## src/sv/nearest_centroid_cluster_pass_defines.svh

```systemverilog
// Assertion macros shared by the nearest centroid cluster pass RTL
`ifndef NEAREST_CENTROID_CLUSTER_PASS_DEFINES_SVH
`define NEAREST_CENTROID_CLUSTER_PASS_DEFINES_SVH
// implication checked on every clock edge outside reset
`define NCC_ASSERT_IMP(label, clk, rst_n, a, c) \
    label: assert property (@(posedge clk) disable iff (!rst_n) (a) |-> (c)) \
        else $error("assertion failed");
// implication checked in the cycle after the antecedent
`define NCC_ASSERT_NEXT(label, clk, rst_n, a, c) \
    label: assert property (@(posedge clk) disable iff (!rst_n) (a) |=> (c)) \
        else $error("assertion failed");
`endif

```

## src/sv/ncc_pkg.sv

```systemverilog
// Package with types and constants of the nearest centroid cluster pass
package ncc_pkg;
    localparam int NumClustersDef = 8;
    localparam int MaxPixelsDef   = 1048576;
    localparam int CompFracDef    = 4;
    localparam int CompW  = 13;
    localparam int DistW  = 28;
    localparam int TotW   = 48;
    localparam int SumW   = 33;
    localparam int AccW   = 34;
    localparam int CntW   = 21;

    typedef enum logic [1:0] {
        REQ_LOAD  = 2'd0,
        REQ_PIXEL = 2'd1,
        REQ_END   = 2'd2,
        REQ_NONE  = 2'd3
    } req_t;

    localparam logic [1:0] KIND_PIXEL = 2'd0;
    localparam logic [1:0] KIND_SUM   = 2'd1;
    localparam logic [1:0] KIND_ACK   = 2'd2;

    typedef enum logic [1:0] {
        ST_IDLE,
        ST_DIST,
        ST_ACC,
        ST_SUMMARY
    } state_t;

    // one classified item in the queue
    typedef struct packed {
        req_t               req;
        logic [2:0]         idx;
        logic signed [12:0] l;
        logic signed [12:0] u;
        logic signed [12:0] v;
        logic               vis;
    } item_t;
endpackage

```

## src/sv/ncc_front.sv

```systemverilog
// Front end: accepts items, drops unused codes and queues them
module ncc_front
(
    input  logic          clk,
    input  logic          rst_n,
    input  logic          in_valid,
    output logic          in_stall,
    input  ncc_pkg::item_t in_item,
    output logic          q_valid,
    input  logic          q_take,
    output ncc_pkg::item_t q_item
);
    import ncc_pkg::*;
    localparam int Depth = 2;

    item_t     mem_reg [Depth];
    logic      wp_reg, wp_next, rp_reg, rp_next;
    logic [1:0] cnt_reg, cnt_next;
    logic      push, pop;

    assign in_stall = (cnt_reg == 2'(Depth));
    assign push     = in_valid && !in_stall && (in_item.req != REQ_NONE);
    assign pop      = q_take && q_valid;
    assign q_valid  = (cnt_reg != 2'd0);
    assign q_item   = mem_reg[rp_reg];

    always_comb
    begin
        wp_next  = push ? ~wp_reg : wp_reg;
        rp_next  = pop ? ~rp_reg : rp_reg;
        cnt_next = cnt_reg + 2'(push) - 2'(pop);
    end

    always_ff @(posedge clk or negedge rst_n)
    begin
        if (!rst_n)
        begin
            wp_reg  <= 1'b0;
            rp_reg  <= 1'b0;
            cnt_reg <= 2'd0;
        end
        else
        begin
            wp_reg  <= wp_next;
            rp_reg  <= rp_next;
            cnt_reg <= cnt_next;
        end
    end

    always_ff @(posedge clk)
    begin
        if (push)
            mem_reg[wp_reg] <= in_item;
    end

`include "nearest_centroid_cluster_pass_defines.svh"
    `NCC_ASSERT_IMP(a_no_overflow, clk, rst_n, cnt_reg == 2'(Depth), !push || pop)
    `NCC_ASSERT_IMP(a_cnt_range, clk, rst_n, 1'b1, cnt_reg <= 2'(Depth))
    `NCC_ASSERT_NEXT(a_push_visible, clk, rst_n, push, q_valid)
endmodule

```

## config.mk

```make
export PLATFORM = sky130hd
export DESIGN_NAME = ncc_front
export DESIGN_NICKNAME = d
export VERILOG_FILES = /design/src/sv/ncc_pkg.sv /design/src/sv/ncc_front.sv
export VERILOG_INCLUDE_DIRS = /design/src /design/src/sv
export SDC_FILE = /design/constraint.sdc
export NUM_CORES = 1
export LEC_CHECK = 0
export BUFFER_PORTS_ARGS = -buffer_cell sky130_fd_sc_hd__clkbuf_2
export CAP_MARGIN = 15
export CORE_MARGIN = 8
export CORE_UTILIZATION = 40
export DETAILED_ROUTE_END_ITERATION = 16
export PLACE_DENSITY = 0.64
export SLEW_MARGIN = 5
export SYNTH_ARGS = -nofsm -noshare
export SYNTH_HDL_FRONTEND = slang
export SYNTH_SLANG_ARGS = --single-unit
```

## constraint.sdc

```tcl
create_clock -name clk -period 4.4 [get_ports clk]
set_input_delay 0.66 -clock clk [delete_from_list [all_inputs] [get_ports clk]]
set_output_delay 0.66 -clock clk [all_outputs]
set_load 0.03 [all_outputs]
```

Word-level counts from Yosys, hierarchy flattened
Memories as Yosys holds them, arrays and structs flattened. Cells that the tools add are included.

Add/sub/neg operators: 2. Eq/ne operators: 2. Mux-type cells: 2. Bitwise gates (word level): 2. Reduce and logical (&&, ||, !) cells: 5.

Operators by type and width (number): 1-bit logical AND (3); 2-bit by 1-bit adder with 2-bit output (1); 2-bit equality test (second input constant) (1); 1-bit two-way mux (2); 2-bit inequality test (second input constant) (1); 1-bit inverter (2); 2-bit nonzero test (1); 2-bit by 1-bit subtractor with 2-bit output (1); 1-bit zero test (1).

Bits in registers: 4. Memory bits (writable): 90. Input bits: 49. Output and inout bits: 47. Word-level logic and storage cells: 17. Memories kept: 1.

Memory list: mem_reg (depth 2, bits a word 45, read ports 1, clocked after Yosys merged registers in 0, write ports 1, RTL line ncc_front.sv:16) `item_t mem_reg [Depth];`.

Logic depth before layout (Yosys ltp)
Gate-level depths: netlist of run 1.

Depth in word-level cells: 6. Gate-level depth with buffers: 7. Depth with buffers taken out: 7.

Least setup slack after synthesis of run 1
OpenSTA, ideal clock, no wires.

Path kind: register to register. From: register cnt_reg[1]. To: memory mem_reg[0][0] in the netlist's numbering, enable pin. Library setup time: 0.447 ns. Data arrival time: 2.764 ns. Required time: 3.953 ns. Slack: 1.188 ns. Stages on the path, launching flop included: 4. Buffers on the path: 0. Clock period less this slack: 3.212 ns. Cell sequence: dfrtp_1 and2b_1 nand3b_4 nor2_1.

Longest elaborated chain between the ends: 6.

RTL lines: start: declaration (RTL line ncc_front.sv:18) `logic [1:0] cnt_reg, cnt_next;`; start signal: assignment (RTL line ncc_front.sv:46) `cnt_reg <= cnt_next;`; 2-bit equality test (RTL line ncc_front.sv:21) `assign in_stall = (cnt_reg == 2'(Depth));`; via in_stall (RTL line ncc_front.sv:7) `output logic in_stall,`; 1-bit zero test (RTL line ncc_front.sv:22) `assign push = in_valid && !in_stall && (in_item.req != REQ_NONE);`; 1-bit logical AND (2 in series) (RTL line ncc_front.sv:22); 1-bit two-way mux (RTL line ncc_front.sv:52) `if (push)`; 1-bit two-way mux (not written as such) (RTL line ncc_front.sv:53) `mem_reg[wp_reg] <= in_item;`; end: declaration (RTL line ncc_front.sv:16).

The timed path passes the listed nets, and every way through them passes these cells.

==> run_results.csv, run 1 <==
group,metric,value,unit
run_status,outcome,"finished, final reports clean",
synthesis,synthTopCellsByArea,"edfxtp_1 74%, mux2_4 16%, dfrtp_1 2.7%",
finish,drive_above_1_share,60.30,%
synthesis,synth_cell_types,16,
synthesis,synth_largest_area_cell,"edfxtp_1",
place,dp_hpwl,4414,um
global_routing,grt_overflow,0,
power_and_ir_drop,comb_power_share,37.4,%
power_and_ir_drop,power_switching_share,34.00,%
synthesis,synthesis.area,0.003669,sq mm
synthesis,synth_nets,210,
sta,fin_ws,1552,ps
sta,tns,0,ps
floorplanning,num_rows,35,
synthesis,synth-seq-cells,94,
clock_network,htree_levels,3,
setup_path,path_max_fanout,26,
setup_path,path_class,"reg -> out",
finish,nets,314,
setup_path,critPathCaptureType,"primary output",
sta,period_share,64.74,%
finish,mostFrequentLayoutCell,"clkbuf_2",
global_routing,antenna_found_initial,0,
clock_network,cts_tree,"done",
place,port_buffers,95,
floorplanning,die_area,0.01249,sq mm
setup_path,worstPathArrival,2190,ps
clock_network,cts_buffers,9,
setup_path,cp.required,3740,ps
synthesis,ys_seq_area_share,76.40,%
power_and_ir_drop,netSwitchingPower,1.032,mW
finish,largest_reg_flops,90,
floorplanning,core_area,0.009065,sq mm
floorplanning,initial_core_util,40.47,%
clock_network,holdBufCountCts,0,
sta,maxSlewViolCount,0,
flow_run,max_cap_viol_count,0,
clock_network,clock_sinks,94,
setup_path,r2r-end,"mem_reg[1][17]$_DFFE_PP_",
routing,drt_iter0_drc,75,
sta,setup_viol,0,
power_and_ir_drop,powerDensity,681.0,mW/mm^2
routing,drt_drc_violations_left,0,
power_and_ir_drop,pwr-share-clk,20.9,%
synthesis,avgSynthCellArea,23.07,sq um
setup_path,r2r-start,"cnt_reg[1]$_DFF_PN0_",
synthesis,synth_top_area_share,73.67,%
sta,fmax,351.1,MHz
routing,route.vias.total,1760,
clock_network,cts_buffer_depth,2,
power_and_ir_drop,cellInternalPower,2.003,mW
power_and_ir_drop,peakVddDrop,353.7,uV
routing,final_antenna_net_count,0,
finish,syn_to_final_growth,21.49,%
sta,rsz0062_at_grt,"no",
clock_network,postCtsSetupBuffers,0,
finish,mostFrequentLayoutCells,"95 x clkbuf_2, 90 x edfxtp_1, 39 x mux2_4",
finish,diodes,0,
floorplanning,die_h,111.8,um
global_routing,grt_use_total,10.21,%
power_and_ir_drop,p_leak,1.810,nW
synthesis,synth_cells,159,
global_routing,grt_pass1_vias,1858,
sta,skew,12.26,ps
routing,wl,6220,um
routing,avgViaCountPerCell,4.656,
setup_path,rrSetupSlack,2310,ps
synthesis,yosysWarnings,0,
place,place_ws,1878,ps
sta,relSlewSlack,58.23,%
min_path,worstHoldPathType,"in -> async",
global_routing,grt_pass1_wl,9791,um
clock_network,clkLatencyLatePin,350,ps
setup_path,r2r_cells,4,
sta,finalCriticalPeriod,2848,ps
sta,final_hold_viol_count,0,
routing,wl_per_cell,16.46,um
floorplanning,ios,96,
routing,dr.pass1.iters,3,
global_routing,grt_max_degree,27,
sta,whs,117.8,ps
setup_path,start_kind,"register",
sta,worstMarginPinSlew,625.1,ps
floorplanning,dieWidth,111.8,um
clock_network,cts_root_buf,"clkbuf_8",
clock_network,clkTransAtPathRegs,80,ps
place,gp_congestion,0.6779,
power_and_ir_drop,sequentialPowerShare,41.7,%
clock_network,ctsResizeCount,0,
[critical path, cell delays in order (launching register included)]
cell      delay [ps]
dfrtp_2          760
buf_4            530
mux2_4           340
clkbuf_2         180
[cell usage after synthesis]
master / n
edfxtp_1: 90
mux2_4: 39
mux2_2: 6
buf_12: 4
dfrtp_1: 4
xnor2_1: 3
ha_1: 2
inv_1: 2
nor2_1: 2
and2_4: 1
and2b_1: 1
buf_6: 1
nand2_1: 1
nand3b_4: 1
or2_1: 1
xor2_1: 1
[kinds of logic after synthesis]
kind of cell / count (synthesis) / synth area share [%]
xor gates and xnor gates: 4 / 0.9552
DFF: 94 / 76.40
buffers and inverters: 7 / 2.695
adders and majority gates: 2 / 0.6820
muxes: 45 / 17.80
and+or+nand+nor: 7 / 1.467
[power by group through the flow]
stage | Combinational (mW) | Sequential (mW) | Clock (mW)
2_1_floorplan | 0.994 | 1.24 | 0
3_3_place_gp | 1.16 | 1.28 | 0
3_5_place_dp | 1.16 | 1.29 | 0
4_1_cts | 1.16 | 1.27 | 0.655
5_1_grt | 1.21 | 1.28 | 0.692
6_report | 1.13 | 1.26 | 0.635
[worst max-delay path by stage]
| stage | slack [ps] | startpoint | end | cells after the start |
|---|---|---|---|---|
| floorplan | 1190 | cnt_reg[1]$_DFF_PN0_ | mem_reg[0][0]$_DFFE_PP_ | 3 |
| global placement | 1880 | rp_reg$_DFFE_PN0P_ | q_item[9] | 3 |
| detailed placement | 1880 | rp_reg$_DFFE_PN0P_ | q_item[9] | 3 |
| CTS | 1500 | rp_reg$_DFFE_PN0P_ | q_item[11] | 3 |
| global route | 1410 | rp_reg$_DFFE_PN0P_ | q_item[28] | 3 |
| finish | 1550 | rp_reg$_DFFE_PN0P_ | q_item[10] | 3 |
[layout make-up]
type / count / area [sq um]
Fill cell: 769 / 4608
Sequential cell: 94 / 2804
Multi-Input combinational cell: 58 / 782.0
Timing Repair Buffer: 98 / 498.0
Tap cell: 111 / 138.9
Clock buffer: 10 / 127.6
Clock inverter: 5 / 98.84
Inverter: 2 / 7.507
[metrics by stage]
stage          util (%)  total power, mW  cells  instance area [sq um]
2_1_floorplan         -            2.231    159                   3669
6_report          49.16            3.035    378                   4457
3_3_place_gp      46.67            2.443    363                   4230
5_1_grt           49.16            3.188    378                   4457
4_1_cts           49.16            3.086    378                   4457
3_5_place_dp      46.67            2.450    363                   4230
[metal layers]
layer	vias up	track usage, %	routed length [um]
li1	823	-	-
met1	855	11.66	2674
met2	72	15.51	2841
met3	10	5.411	616
met4	0	4.649	89
met5	-	0	0
Power figures use the tool's default switching activity.
==> run 2: changes to the inputs <==
clock period = 2.7 ns   (was 4.4 ns; I/O delays follow)
==> run 2 against run 1 <==
Net effect:
- total power grew 57%
- critical path depth is the same
- combinational power grew 73%
- global-route usage grew 0.28 points
- largest cell class unchanged
- critical endpoint is now q_item[16]
- non-clock buffer count grew 4
- register-to-register slack lost 1300 ps
- hold slack gained 120 ps
- largest power group unchanged
==> run_results.csv, run 2 (synthesis gave the netlist of run 1 again) <==
group,metric,value,unit
finish,largest_reg_flops,90,
global_routing,grt_pass1_wl,10190,um
routing,drt_iter0_drc,72,
clock_network,cts_buffers,9,
place,port_buffers,95,
finish,drive_above_1_share,61.40,%
routing,route.vias.total,1769,
clock_network,cts_tree,"done",
setup_path,r2r-end,"cnt_reg[1]$_DFF_PN0_",
setup_path,path_cells,"buf_4, mux2_4, clkbuf_2",
clock_network,ctsResizeCount,0,
floorplanning,ios,96,
power_and_ir_drop,netSwitchingPower,1.752,mW
finish,mostFrequentLayoutCell,"clkbuf_2",
run_status,outcome,"finished, final reports clean",
sta,tns,0,ps
finish,diodes,0,
floorplanning,die_h,111.8,um
global_routing,grt_max_degree,27,
setup_path,r2r_cells,7,
setup_path,path_class,"reg -> out",
routing,drt_drc_violations_left,0,
finish,mostFrequentLayoutCells,"95 x clkbuf_2, 90 x edfxtp_1, 39 x mux2_4",
sta,setup_viol,0,
power_and_ir_drop,comb_power_share,40.8,%
sta,final_hold_viol_count,0,
setup_path,crit_buf_inv,2,
finish,nets,318,
routing,dr.pass1.iters,4,
global_routing,grt_use_total,10.49,%
setup_path,worstPathArrival,1670,ps
finish,postLayoutCoreUtil,49.04,%
finish,fill_cells,785,
power_and_ir_drop,cellInternalPower,3.024,mW
setup_path,cp_slowest_cell,"buf_4",
power_and_ir_drop,p_leak,1.802,nW
setup_path,start_kind,"register",
flow_run,max_cap_viol_count,0,
setup_path,critPathCaptureType,"primary output",
sta,worstMarginPinSlew,468.8,ps
clock_network,htree_levels,3,
min_path,holdPathStages,1,
floorplanning,dieWidth,111.8,um
sta,relSlewSlack,68.74,%
sta,period_share,76.79,%
sta,skew,8.863,ps
setup_path,path_max_fanout,26,
finish,syn_to_final_growth,21.18,%
min_path,worstHoldStart,"in_item[35]",
clock_network,clock_sinks,94,
clock_network,cts_buffer_depth,2,
floorplanning,initial_core_util,40.47,%
floorplanning,die_area,0.01249,sq mm
clock_network,postCtsSetupBuffers,0,
setup_path,r2r-start,"cnt_reg[1]$_DFF_PN0_",
routing,wl_per_cell,16.53,um
routing,avgViaCountPerCell,4.619,
setup_path,cp.required,2300,ps
routing,wl,6331,um
finish,layout.cells.non_filler,383,
power_and_ir_drop,peakVddDrop,528.3,uV
global_routing,antenna_found_initial,0,
global_routing,grt_pass1_vias,1990,
power_and_ir_drop,powerDensity,1074,mW/mm^2
clock_network,clkLatencyLatePin,350,ps
power_and_ir_drop,sequentialPowerShare,41.6,%
place,gp_congestion,0.6680,
floorplanning,core_area,0.009065,sq mm
sta,finalCriticalPeriod,2073,ps
min_path,worstHoldPathType,"in -> reg",
power_and_ir_drop,power_switching_share,36.68,%
sta,maxSlewViolCount,0,
sta,fmax,482.3,MHz
clock_network,cts_root_buf,"clkbuf_8",
routing,final_antenna_net_count,0,
power_and_ir_drop,pwr-share-clk,17.5,%
setup_path,cpPeakStageDelay,400,ps
setup_path,rrSetupSlack,1000,ps
place,dp_hpwl,4542,um
place,place_inst,366,
setup_path,critPathTopFamily,"buffers and inverters",
global_routing,grt_overflow,0,
sta,rsz0062_at_grt,"no",
clock_network,clkTransAtPathRegs,100,ps
floorplanning,num_rows,35,
min_path,min_to,"mem_reg[0][35]$_DFFE_PP_",
## run 2: cell count changes in the layout (fill, tap and decap cells not counted)
cell and delta:
clkinv_2 -1, clkinv_4 +3, inv_6 +2, clkinv_1 -1
buf_4 +3, clkbuf_1 -1, bufinv_16 -3, dlygate4sd3_1 +1
clkinvlp_4 +2
## run 2: timing repair
item / CTS / global route
endpoints found under the hold margin: 4 / 0
hold buffers: 1 / 0
endpoints found under the setup margin: 0 / 0
## run 2: stage by stage
| stage | hold WS [ps] | setup slack, ps | power [mW] | area, sq um |
|---|---|---|---|---|
| 6_report | 234.6 | 626.7 | 4.775 | 4446 |
| 5_1_grt | 203.0 | 534.7 | 5.014 | 4446 |
| 4_1_cts | 212.3 | 589.0 | 4.857 | 4446 |
| 3_3_place_gp | 221.9 | 1002 | 3.991 | 4253 |
| 3_5_place_dp | 221.7 | 988.0 | 4.013 | 4253 |
| 2_1_floorplan | 109.4 | -511.9 | 3.636 | 3669 |
## run 2: layer usage
| layer | share of wire (%) | global-route usage, % | up-vias |
|---|---|---|---|
| li1 | - | - | 834 |
| met1 | 44 | 11.71 | 855 |
| met2 | 45 | 16.20 | 71 |
| met3 | 10 | 5.736 | 9 |
| met4 | 1.1 | 4.649 | 0 |
| met5 | 0 | 0 | - |
## run 2: worst max-delay path by stage
stage                    startpoint                      end  slack (ps)  cells after the start
6_report         rp_reg$_DFFE_PN0P_               q_item[16]         630                      3
4_1_cts          rp_reg$_DFFE_PN0P_               q_item[16]         590                      3
3_5_place_dp     rp_reg$_DFFE_PN0P_               q_item[16]         990                      3
5_1_grt          rp_reg$_DFFE_PN0P_               q_item[22]         530                      3
3_3_place_gp     rp_reg$_DFFE_PN0P_               q_item[22]        1000                      3
2_1_floorplan  cnt_reg[1]$_DFF_PN0_  mem_reg[0][0]$_DFFE_PP_        -510                      3
## run 2: final cells by class
type	count	area [sq um]	share of cell area (%)
clock buffer	9	123.9	2.786
clock inverter	7	58.81	1.323
inverter	2	7.507	0.1689
multi-input combinational	58	782.0	17.59
sequential	94	2804	63.07
tap	111	138.9	3.124
timing repair buffer	102	530.5	11.93
## run 2: power groups by stage
stage | combinational, mW | sequential, mW | clock (mW)
floorplan | 1.62 | 2.02 | 0
global placement | 1.98 | 2.01 | 0
detailed placement | 1.99 | 2.03 | 0
CTS | 1.99 | 1.99 | 0.869
global route | 2.08 | 2.01 | 0.918
finish | 1.95 | 1.99 | 0.838
